### src/rtl/core/mchw_pkg.sv
// Shared types, constants and lookup functions of the heartbeat watchdog.
// No dependencies.
`default_nettype none

package mchw_pkg;

	localparam int NUM_MODULES = 8;
	localparam int MOD_W       = 3;
	localparam int TS_W        = 32;
	localparam int LOSS_W      = 8;
	localparam int CFG_W       = 64;
	localparam int CFG_IDX_W   = 2;
	localparam int TOTAL_W     = 4;

	localparam logic [MOD_W-1:0]  LAST_MOD  = MOD_W'(NUM_MODULES - 1);
	localparam logic [LOSS_W-1:0] LOSS_MAX  = '1;

	localparam logic [CFG_W-1:0] TIMEOUTS_LOW_RST  = 64'h02EE_1D4C_012C_05DC;
	localparam logic [CFG_W-1:0] TIMEOUTS_HIGH_RST = 64'h0000_0096_02EE_03E8;
	localparam logic [CFG_W-1:0] TOLERANCES_RST    = 64'h0303_0303_0302_0303;

	typedef enum logic [CFG_IDX_W-1:0] {
		REG_TIMEOUTS_LOW  = 2'd0,
		REG_TIMEOUTS_HIGH = 2'd1,
		REG_TOLERANCES    = 2'd2,
		REG_UNUSED        = 2'd3
	} reg_idx_t;

	typedef enum logic [1:0] {
		ACT_HEARTBEAT = 2'd0,
		ACT_EVALUATE  = 2'd1,
		ACT_RESET_ONE = 2'd2,
		ACT_RESET_ALL = 2'd3
	} action_t;

	typedef enum logic {
		ST_IDLE,
		ST_EVAL
	} state_t;

	typedef struct packed {
		action_t          action;
		logic [MOD_W-1:0] module_index;
		logic [TS_W-1:0]  now_ms;
	} cmd_t;

	typedef struct packed {
		logic [MOD_W-1:0]   report_module;
		logic               hb_good;
		logic [LOSS_W-1:0]  losses;
		logic               last_of_run;
		logic               crit_any;
		logic [TOTAL_W-1:0] critical_total;
	} rpt_t;

	typedef struct packed {
		logic [CFG_W-1:0] timeouts_low;
		logic [CFG_W-1:0] timeouts_high;
		logic [CFG_W-1:0] tolerances;
	} cfg_t;

	typedef struct packed {
		logic [TS_W-1:0]   last_seen_ms;
		logic [LOSS_W-1:0] loss_counter;
	} ram_word_t;

	typedef struct packed {
		logic             we;
		logic [MOD_W-1:0] waddr;
		ram_word_t        wdata;
		logic             re;
		logic [MOD_W-1:0] raddr;
	} ram_req_t;

	function automatic logic [15:0] timeout_of(input cfg_t cfg, input logic [MOD_W-1:0] m);
		logic [CFG_W-1:0] word;
		word = m[2] ? cfg.timeouts_high : cfg.timeouts_low;
		return word[{m[1:0], 4'b0000} +: 16];
	endfunction

	function automatic logic [LOSS_W-1:0] tolerance_of(input cfg_t cfg,
			input logic [MOD_W-1:0] m);
		return cfg.tolerances[{m, 3'b000} +: LOSS_W];
	endfunction

endpackage

`default_nettype wire

### src/rtl/core/mchw_cfg.sv
// Configuration register file of the watchdog: timeouts and tolerances.
// Depends on mchw_pkg.
`default_nettype none

module mchw_cfg (
	input  wire logic                            clk,
	input  wire logic                            arst_n,
	input  wire logic                            cfg_we,
	input  wire logic [mchw_pkg::CFG_IDX_W-1:0]  cfg_index,
	input  wire logic [mchw_pkg::CFG_W-1:0]      cfg_data,
	output mchw_pkg::cfg_t                       cfg
);
	import mchw_pkg::*;

	cfg_t cfg_q;

	always_ff @(posedge clk or negedge arst_n) begin
		if (!arst_n) begin
			cfg_q.timeouts_low  <= TIMEOUTS_LOW_RST;
			cfg_q.timeouts_high <= TIMEOUTS_HIGH_RST;
			cfg_q.tolerances    <= TOLERANCES_RST;
		end else if (cfg_we) begin
			unique case (reg_idx_t'(cfg_index))
				REG_TIMEOUTS_LOW:  cfg_q.timeouts_low  <= cfg_data;
				REG_TIMEOUTS_HIGH: cfg_q.timeouts_high <= cfg_data;
				REG_TOLERANCES:    cfg_q.tolerances    <= cfg_data;
				default: ;
			endcase
		end
	end

	assign cfg = cfg_q;

endmodule

`default_nettype wire

### src/rtl/core/mchw_ram.sv
// Per-module state memory: last timestamp and loss count, one write and one
// registered read port. Depends on mchw_pkg.
`default_nettype none

module mchw_ram (
	input  wire logic               clk,
	input  wire mchw_pkg::ram_req_t req,
	output mchw_pkg::ram_word_t     rdata
);
	import mchw_pkg::*;

	ram_word_t mem [NUM_MODULES];
	ram_word_t rdata_q;

	always_ff @(posedge clk) begin
		if (req.we)
			mem[req.waddr] <= req.wdata;
		if (req.re)
			rdata_q <= mem[req.raddr];
	end

	assign rdata = rdata_q;

endmodule

`default_nettype wire

### src/rtl/core/mchw_ctrl.sv
// Command sequencer and evaluation pipeline: heard flags, memory read,
// timeout check, write-back and result register. Depends on mchw_pkg.
`default_nettype none

module mchw_ctrl (
	input  wire logic                clk,
	input  wire logic                arst_n,
	input  wire logic                cmd_valid,
	output logic                     cmd_stall,
	input  wire mchw_pkg::cmd_t      cmd,
	output logic                     rpt_valid,
	input  wire logic                rpt_stall,
	output mchw_pkg::rpt_t           rpt,
	input  wire mchw_pkg::cfg_t      cfg,
	output mchw_pkg::ram_req_t       ram_req,
	input  wire mchw_pkg::ram_word_t ram_rdata
);
	import mchw_pkg::*;

	state_t                 state_q, state_d;
	logic [NUM_MODULES-1:0] heard_q;
	logic [MOD_W-1:0]       rd_idx_q;
	logic [TS_W-1:0]        now_q;
	logic [TOTAL_W-1:0]     crit_q;
	logic                   s1_v_q;
	logic [MOD_W-1:0]       idx_s1;
	logic                   rpt_valid_q;
	rpt_t                   rpt_q;

	logic               cmd_acc, in_range, adv, can_issue, heard_s1, lost, crit_now;
	logic [TS_W-1:0]    elapsed;
	logic [LOSS_W-1:0]  new_loss;
	logic [TOTAL_W-1:0] crit_next;

	assign cmd_stall = (state_q != ST_IDLE) || s1_v_q;
	assign cmd_acc   = cmd_valid && !cmd_stall;
	assign in_range  = ({1'b0, cmd.module_index} < TOTAL_W'(NUM_MODULES));
	assign adv       = s1_v_q && (!rpt_valid_q || !rpt_stall);

	always_comb begin
		state_d   = state_q;
		can_issue = 1'b0;
		unique case (state_q)
			ST_IDLE: begin
				if (cmd_acc && cmd.action == ACT_EVALUATE)
					state_d = ST_EVAL;
			end
			ST_EVAL: begin
				can_issue = !s1_v_q || adv;
				if (can_issue && rd_idx_q == LAST_MOD)
					state_d = ST_IDLE;
			end
		endcase
	end

	always_ff @(posedge clk or negedge arst_n) begin
		if (!arst_n)
			state_q <= ST_IDLE;
		else
			state_q <= state_d;
	end

	// evaluation of the module whose state arrives from memory
	assign heard_s1  = heard_q[idx_s1];
	assign elapsed   = now_q - ram_rdata.last_seen_ms;
	assign lost      = heard_s1 && (elapsed > TS_W'(timeout_of(cfg, idx_s1)));
	assign new_loss  = !lost ? '0 :
		(ram_rdata.loss_counter == LOSS_MAX) ? LOSS_MAX : ram_rdata.loss_counter + 8'd1;
	assign crit_now  = heard_s1 && (new_loss > tolerance_of(cfg, idx_s1));
	assign crit_next = crit_q + TOTAL_W'(crit_now);

	always_comb begin
		ram_req       = '0;
		ram_req.re    = can_issue;
		ram_req.raddr = rd_idx_q;
		if (cmd_acc && cmd.action == ACT_HEARTBEAT && in_range) begin
			ram_req.we                 = 1'b1;
			ram_req.waddr              = cmd.module_index;
			ram_req.wdata.last_seen_ms = cmd.now_ms;
			ram_req.wdata.loss_counter = '0;
		end else if (adv && heard_s1) begin
			ram_req.we                 = 1'b1;
			ram_req.waddr              = idx_s1;
			ram_req.wdata.last_seen_ms = ram_rdata.last_seen_ms;
			ram_req.wdata.loss_counter = new_loss;
		end
	end

	always_ff @(posedge clk or negedge arst_n) begin
		if (!arst_n) begin
			heard_q     <= '0;
			rd_idx_q    <= '0;
			crit_q      <= '0;
			s1_v_q      <= 1'b0;
			rpt_valid_q <= 1'b0;
		end else begin
			if (cmd_acc) begin
				unique case (cmd.action)
					ACT_HEARTBEAT: if (in_range) heard_q[cmd.module_index] <= 1'b1;
					ACT_EVALUATE: begin
						rd_idx_q <= '0;
						crit_q   <= '0;
					end
					ACT_RESET_ONE: if (in_range) heard_q[cmd.module_index] <= 1'b0;
					ACT_RESET_ALL: heard_q <= '0;
				endcase
			end
			if (can_issue)
				rd_idx_q <= rd_idx_q + 3'd1;
			if (adv)
				crit_q <= crit_next;
			if (can_issue)
				s1_v_q <= 1'b1;
			else if (adv)
				s1_v_q <= 1'b0;
			if (adv)
				rpt_valid_q <= 1'b1;
			else if (!rpt_stall)
				rpt_valid_q <= 1'b0;
		end
	end

	always_ff @(posedge clk) begin
		if (cmd_acc && cmd.action == ACT_EVALUATE)
			now_q <= cmd.now_ms;
		if (can_issue)
			idx_s1 <= rd_idx_q;
		if (adv) begin
			rpt_q.report_module  <= idx_s1;
			rpt_q.hb_good        <= !lost;
			rpt_q.losses         <= new_loss;
			rpt_q.last_of_run    <= (idx_s1 == LAST_MOD);
			rpt_q.crit_any       <= (idx_s1 == LAST_MOD) && (crit_next != '0);
			rpt_q.critical_total <= (idx_s1 == LAST_MOD) ? crit_next : '0;
		end
	end

	assign rpt_valid = rpt_valid_q;
	assign rpt       = rpt_q;

endmodule

`default_nettype wire

### src/rtl/core/multi_channel_heartbeat_watchdog_unit.sv
// Top level of the multi-channel heartbeat watchdog.
// Depends on mchw_pkg, mchw_cfg, mchw_ram and mchw_ctrl.
//
//  channel | signals                      | carries
//  --------+------------------------------+------------------------------------
//  cmd     | cmd_valid, cmd_stall, cmd    | action, module index, time (ms)
//  rpt     | rpt_valid, rpt_stall, rpt    | one transaction per module on evaluate
//  cfg     | cfg_we, cfg_index, cfg_data  | timeouts and tolerances, write only
//
// Heartbeat and reset commands take effect on acceptance. An evaluate reads
// the state memory once per module, one module per cycle while the output
// does not stall, through the single registered read port.
// Output stalls hold the pipeline; cmd_stall stays high until the run drains.
// Reset clears heard flags and registers at once; no memory sweep is needed.
`default_nettype none

module multi_channel_heartbeat_watchdog_unit (
	input  wire logic                           clk,
	input  wire logic                           arst_n,
	input  wire logic                           cmd_valid,
	output logic                                cmd_stall,
	input  wire mchw_pkg::cmd_t                 cmd,
	output logic                                rpt_valid,
	input  wire logic                           rpt_stall,
	output mchw_pkg::rpt_t                      rpt,
	input  wire logic                           cfg_we,
	input  wire logic [mchw_pkg::CFG_IDX_W-1:0] cfg_index,
	input  wire logic [mchw_pkg::CFG_W-1:0]     cfg_data
);
	import mchw_pkg::*;

	cfg_t      cfg;
	ram_req_t  ram_req;
	ram_word_t ram_rdata;

	mchw_cfg u_cfg (
		.clk       (clk),
		.arst_n    (arst_n),
		.cfg_we    (cfg_we),
		.cfg_index (cfg_index),
		.cfg_data  (cfg_data),
		.cfg       (cfg)
	);

	mchw_ram u_ram (
		.clk   (clk),
		.req   (ram_req),
		.rdata (ram_rdata)
	);

	mchw_ctrl u_ctrl (
		.clk       (clk),
		.arst_n    (arst_n),
		.cmd_valid (cmd_valid),
		.cmd_stall (cmd_stall),
		.cmd       (cmd),
		.rpt_valid (rpt_valid),
		.rpt_stall (rpt_stall),
		.rpt       (rpt),
		.cfg       (cfg),
		.ram_req   (ram_req),
		.ram_rdata (ram_rdata)
	);

endmodule

`default_nettype wire

### config.mk
export PLATFORM = sky130hd
export DESIGN_NAME = multi_channel_heartbeat_watchdog_unit
export DESIGN_NICKNAME = d
export VERILOG_FILES = /design/src/rtl/core/mchw_pkg.sv /design/src/rtl/core/mchw_cfg.sv /design/src/rtl/core/mchw_ram.sv /design/src/rtl/core/mchw_ctrl.sv /design/src/rtl/core/multi_channel_heartbeat_watchdog_unit.sv
export SDC_FILE = /design/constraint.sdc
export NUM_CORES = 1
export LEC_CHECK = 0
export BUFFER_PORTS_ARGS = -buffer_cell sky130_fd_sc_hd__buf_4
export CORE_AREA = 4 4 251 253
export CTS_BUF_LIST = sky130_fd_sc_hd__clkbuf_16
export DETAILED_ROUTE_END_ITERATION = 6
export DIE_AREA = 0 0 255 257
export GPL_TIMING_DRIVEN = 0
export PLACE_DENSITY_LB_ADDON = 0.1
export SETUP_SLACK_MARGIN = 0.5
export SLEW_MARGIN = 10
export SYNTH_ARGS = -nofsm -noshare
export SYNTH_HDL_FRONTEND = slang
export SYNTH_SLANG_ARGS = --single-unit
### constraint.sdc
create_clock -name clk -period 7.5 [get_ports clk]
set_clock_uncertainty 0.2 [all_clocks]
set_input_delay 0.375 -clock clk [delete_from_list [all_inputs] [get_ports clk]]
set_output_delay 0.375 -clock clk [all_outputs]
set_load 0.01 [all_outputs]
==> flow_metrics.env <==
export IMPL_syn_nets=1851
export IMPL_syn_avg_cell_area_um2=16.4
export IMPL_antenna_left=0
export IMPL_drv_cap=0
export IMPL_path_max_fanout=10
export IMPL_synthFlopType="edfxtp_1"
export IMPL_fill_cells=4912
export IMPL_coreArea_mm2=0.0610
export IMPL_die_x_um=255
export IMPL_r2r_end="u_ctrl.rpt[4]"
export IMPL_gp_congestion=0.832
export IMPL_r2r_cells=27
export IMPL_ys_seq_area_share_pct=64.2
export IMPL_path_class="reg2reg"
export IMPL_ys_seq_elements=623
export IMPL_seq_area_mm2=0.0177
export IMPL_antenna_found_initial=2
export IMPL_status="complete, no violations"
export IMPL_ios=128
export IMPL_power_density_mw_per_mm2=410
export IMPL_dp_worst_setup_slack_ns=-1.11
export IMPL_multi_input_area_mm2=0.00949
export IMPL_tritoncts="built"
export IMPL_grt_pass1_vias=16800
export IMPL_drv_slew=0
export IMPL_p_leak_nw=12.5
export IMPL_reg2reg_from="u_ctrl.idx_s1[0]"
export IMPL_rrSetupSlack_ns=0.87
export IMPL_slowest_stage="mux4_2"
export IMPL_finalWorstSetupSlack_ns=0.867
export IMPL_synth_cells=1682
export IMPL_whs_ns=0.0250
export IMPL_slew_limit_headroom_pct=18.6
export IMPL_synth_edf_count=413
export IMPL_min_path_type="in2async"
export IMPL_gr_total_overflow=0
export IMPL_rsz0062_at_grt="no"
export IMPL_critPathLaunchType="flip-flop"
export IMPL_viasPerCell=5.75
export IMPL_cts_buffers=67
export IMPL_synth_area_leaders="edfxtp_1, dfrtp_1, mux4_2"
export IMPL_critical_path_top_delay_family="compound AO/OA/AOI/OAI gates"
export IMPL_yosys_warnings=0
export IMPL_post_route_period_util_pct=88.4
export IMPL_tightest_slew_ns=1.21
export IMPL_vias=16300
export IMPL_synth_distinct_cells=71
export IMPL_die_y_um=257
export IMPL_insertion_delay_ns=0.61
export IMPL_drt_iter0_drc=1543
export IMPL_grt_usage_pct=22.1
export IMPL_endpoint_kind="flip-flop"
export IMPL_setup_viol=0
export IMPL_cp_slowest_stage_delay_ns=0.41
export IMPL_nNetsFinal=2164
export IMPL_htreeDepth=3
export IMPL_dieArea_mm2=0.0655
export IMPL_drive_above_1_share_pct=35.4
export IMPL_start_util_pct=45.3
export IMPL_critPathMostFrequentCell="ha_1"
export IMPL_placementRows=91
export IMPL_synth_top_area_share_pct=44.9
export IMPL_place_hpwl_um=48900
export IMPL_cp_data_required_time_ns=7.62
export IMPL_async_flop_share_pct=33.7
export IMPL_wl_um=71700
export IMPL_area_growth_pct=20.7
export IMPL_drc=0
export IMPL_portBuffers=123
export IMPL_arrival_ns=6.76
export IMPL_clockBufferDepth=3
export IMPL_worstPathBufferInverterCount=5
export IMPL_synth_top_cell_by_area="edfxtp_1"
export IMPL_grt_pass1_wl_um=107000
export IMPL_fmax_mhz=151
export IMPL_vdd_drop_max_mv=0.194
export IMPL_clk_pin_slew_ns=0.06
export IMPL_grt_max_degree=113
export IMPL_wl_per_cell_um=25.2
export IMPL_final_hold_viol_count=0
export IMPL_synth_area_mm2=0.0276
export IMPL_fin_crit_ns=6.63
export IMPL_numClockSinks=623
export IMPL_firstDrtPassIters=6
export IMPL_clock_root_buffer="clkbuf_16"
==> cell type report <==
cell class                 instances  area share (%)
inverter                          51           0.581
clock buffer                      71            5.33
buffer                            94            1.23
multi-input combinational        914            28.4
sequential                       623            53.2
timing repair buffer             244            7.09
antenna                            1         0.00750
tap                              790            2.96
clock inverter                    53            1.20
==> worst reg2reg max path, stage by stage (launching register included) <==
cell and delay [ns]:
edfxtp_1 0.35, clkbuf_4 0.29, clkbuf_4 0.34, clkbuf_4 0.35
mux4_2 0.43, mux2i_1 0.24, ha_1 0.29, a21oi_1 0.12
nor2_1 0.06, a211oi_1 0.37, o21ai_2 0.13, a2111oi_4 0.35
o2111ai_2 0.20, nor4_2 0.25, and4_1 0.22, buf_4 0.17
buf_6 0.15, nor2_1 0.08, ha_1 0.33, a21o_1 0.17
a21o_1 0.16, a21oi_1 0.13, o21ai_0 0.09, o211a_1 0.18
ha_1 0.22, ha_1 0.31, nor2_1 0.11, a31oi_1 0.08
==> layout by cell type (no fill, tap or decap), types with 16 or more instances in the layout <==
master / n
a21o_1: 16
mux4_2: 130
a21oi_1: 52
clkbuf_16: 71
o21ai_0: 44
dlygate4sd3_1: 100
buf_4: 127
clkbuf_1: 60
ha_1: 59
nand2_1: 67
dfrtp_1: 153
dfstp_2: 57
nor2_1: 41
nand4_1: 18
nand3_1: 30
inv_1: 63
edfxtp_1: 413
mux2_2: 233
mux2i_1: 23
a22o_1: 33
==> repair_timing <==
action | 4_1_cts | 5_1_grt
hold buffers | 100 | 0
hold endpoints to repair | 338 | 0
endpoints found under the setup margin | 9 | 9
pin swaps | 0 | 4
buffers inserted | 0 | 2
gates resized for setup | 26 | 27
==> power breakdown <==
| group | internal (W) | leakage [nW] | switching [W] |
|---|---|---|---|
| combinational | 0.00226 | 5.09 | 0.00301 |
| clock | 0.00189 | 1.12 | 0.00136 |
| sequential | 0.00483 | 6.25 | 0.000320 |
| total | 0.00899 | 12.5 | 0.00470 |
==> flip-flops by register name (all words and copies together), names as in the netlist <==
name / cells
u_ctrl.rpt: 18
u_ctrl.crit_q: 4
u_ram.mem: 320
u_ctrl.s1_v_q: 1
u_ctrl.now_q: 32
u_cfg.cfg: 192
u_ctrl.heard_q: 8
u_ctrl.rd_idx_q: 3
u_ram.rdata: 40
u_ctrl.rpt_valid: 1
u_ctrl.state_q: 1
u_ctrl.idx_s1: 3
==> cells by family (layout without fill, tap and decap cells) <==
family | Yosys count | after routing | synth area share, %
mux | 387 | 387 | 21.0
other cells | 0 | 1 | 0
compound gates | 225 | 225 | 5.48
simple gates | 217 | 217 | 3.78
fa+ha+maj | 61 | 61 | 2.79
flops | 623 | 623 | 64.2
xor+xnor | 24 | 24 | 0.761
buf+inv | 145 | 513 | 2.06
==> routing by layer <==
metal,vias to the layer above,track usage [%],routed length (µm)
met4,0,6.73,2120
met1,8542,32.5,32600
met2,459,34.2,33400
met5,-,0,0
met3,127,3.71,3560
li1,7221,-,-
==> worst max-delay path by stage <==
stage / slack, ns / endpoint / cells past startpoint / start
2_1_floorplan: 1.46 / u_ctrl.rpt[4] / 26 / u_ctrl.idx_s1[2]
3_3_place_gp: -1.11 / u_ctrl.rpt[4] / 26 / u_ctrl.idx_s1[0]
3_5_place_dp: -1.11 / u_ctrl.rpt[4] / 26 / u_ctrl.idx_s1[0]
4_1_cts: 0.57 / u_ctrl.rpt[4] / 30 / u_ram.rdata[8]
5_1_grt: 0.38 / u_ctrl.rpt[4] / 28 / u_ctrl.idx_s1[0]
6_report: 0.87 / u_ctrl.rpt[4] / 27 / u_ctrl.idx_s1[0]
==> Yosys cell counts, types with 30 or more instances <==
master      n
nand3_1    30
dfrtp_1   153
o21ai_0    45
mux2_2    233
a21oi_1    54
mux4_2    130
inv_1      50
nand2_1    67
edfxtp_1  413
clkbuf_1   66
ha_1       60
a22o_1     33
nor2_1     49
dfstp_2    57
==> through the flow <==
stage / std cells / total power, W / utilization, % / cell area [µm²] / setup TNS, ns
after floorplan: 1682 / 0.00850 / - / 27600 / 0
after global placement: 2595 / 0.0101 / 48.4 / 29500 / -94.81
after detailed placement: 2614 / 0.0103 / 49.2 / 30000 / -8.44
after CTS: 2838 / 0.0137 / 54.5 / 33300 / 0
after global routing: 2840 / 0.0145 / 54.6 / 33300 / 0
final: 2841 / 0.0137 / 54.6 / 33400 / 0
No activity file was read; power rests on OpenSTA's default activity.
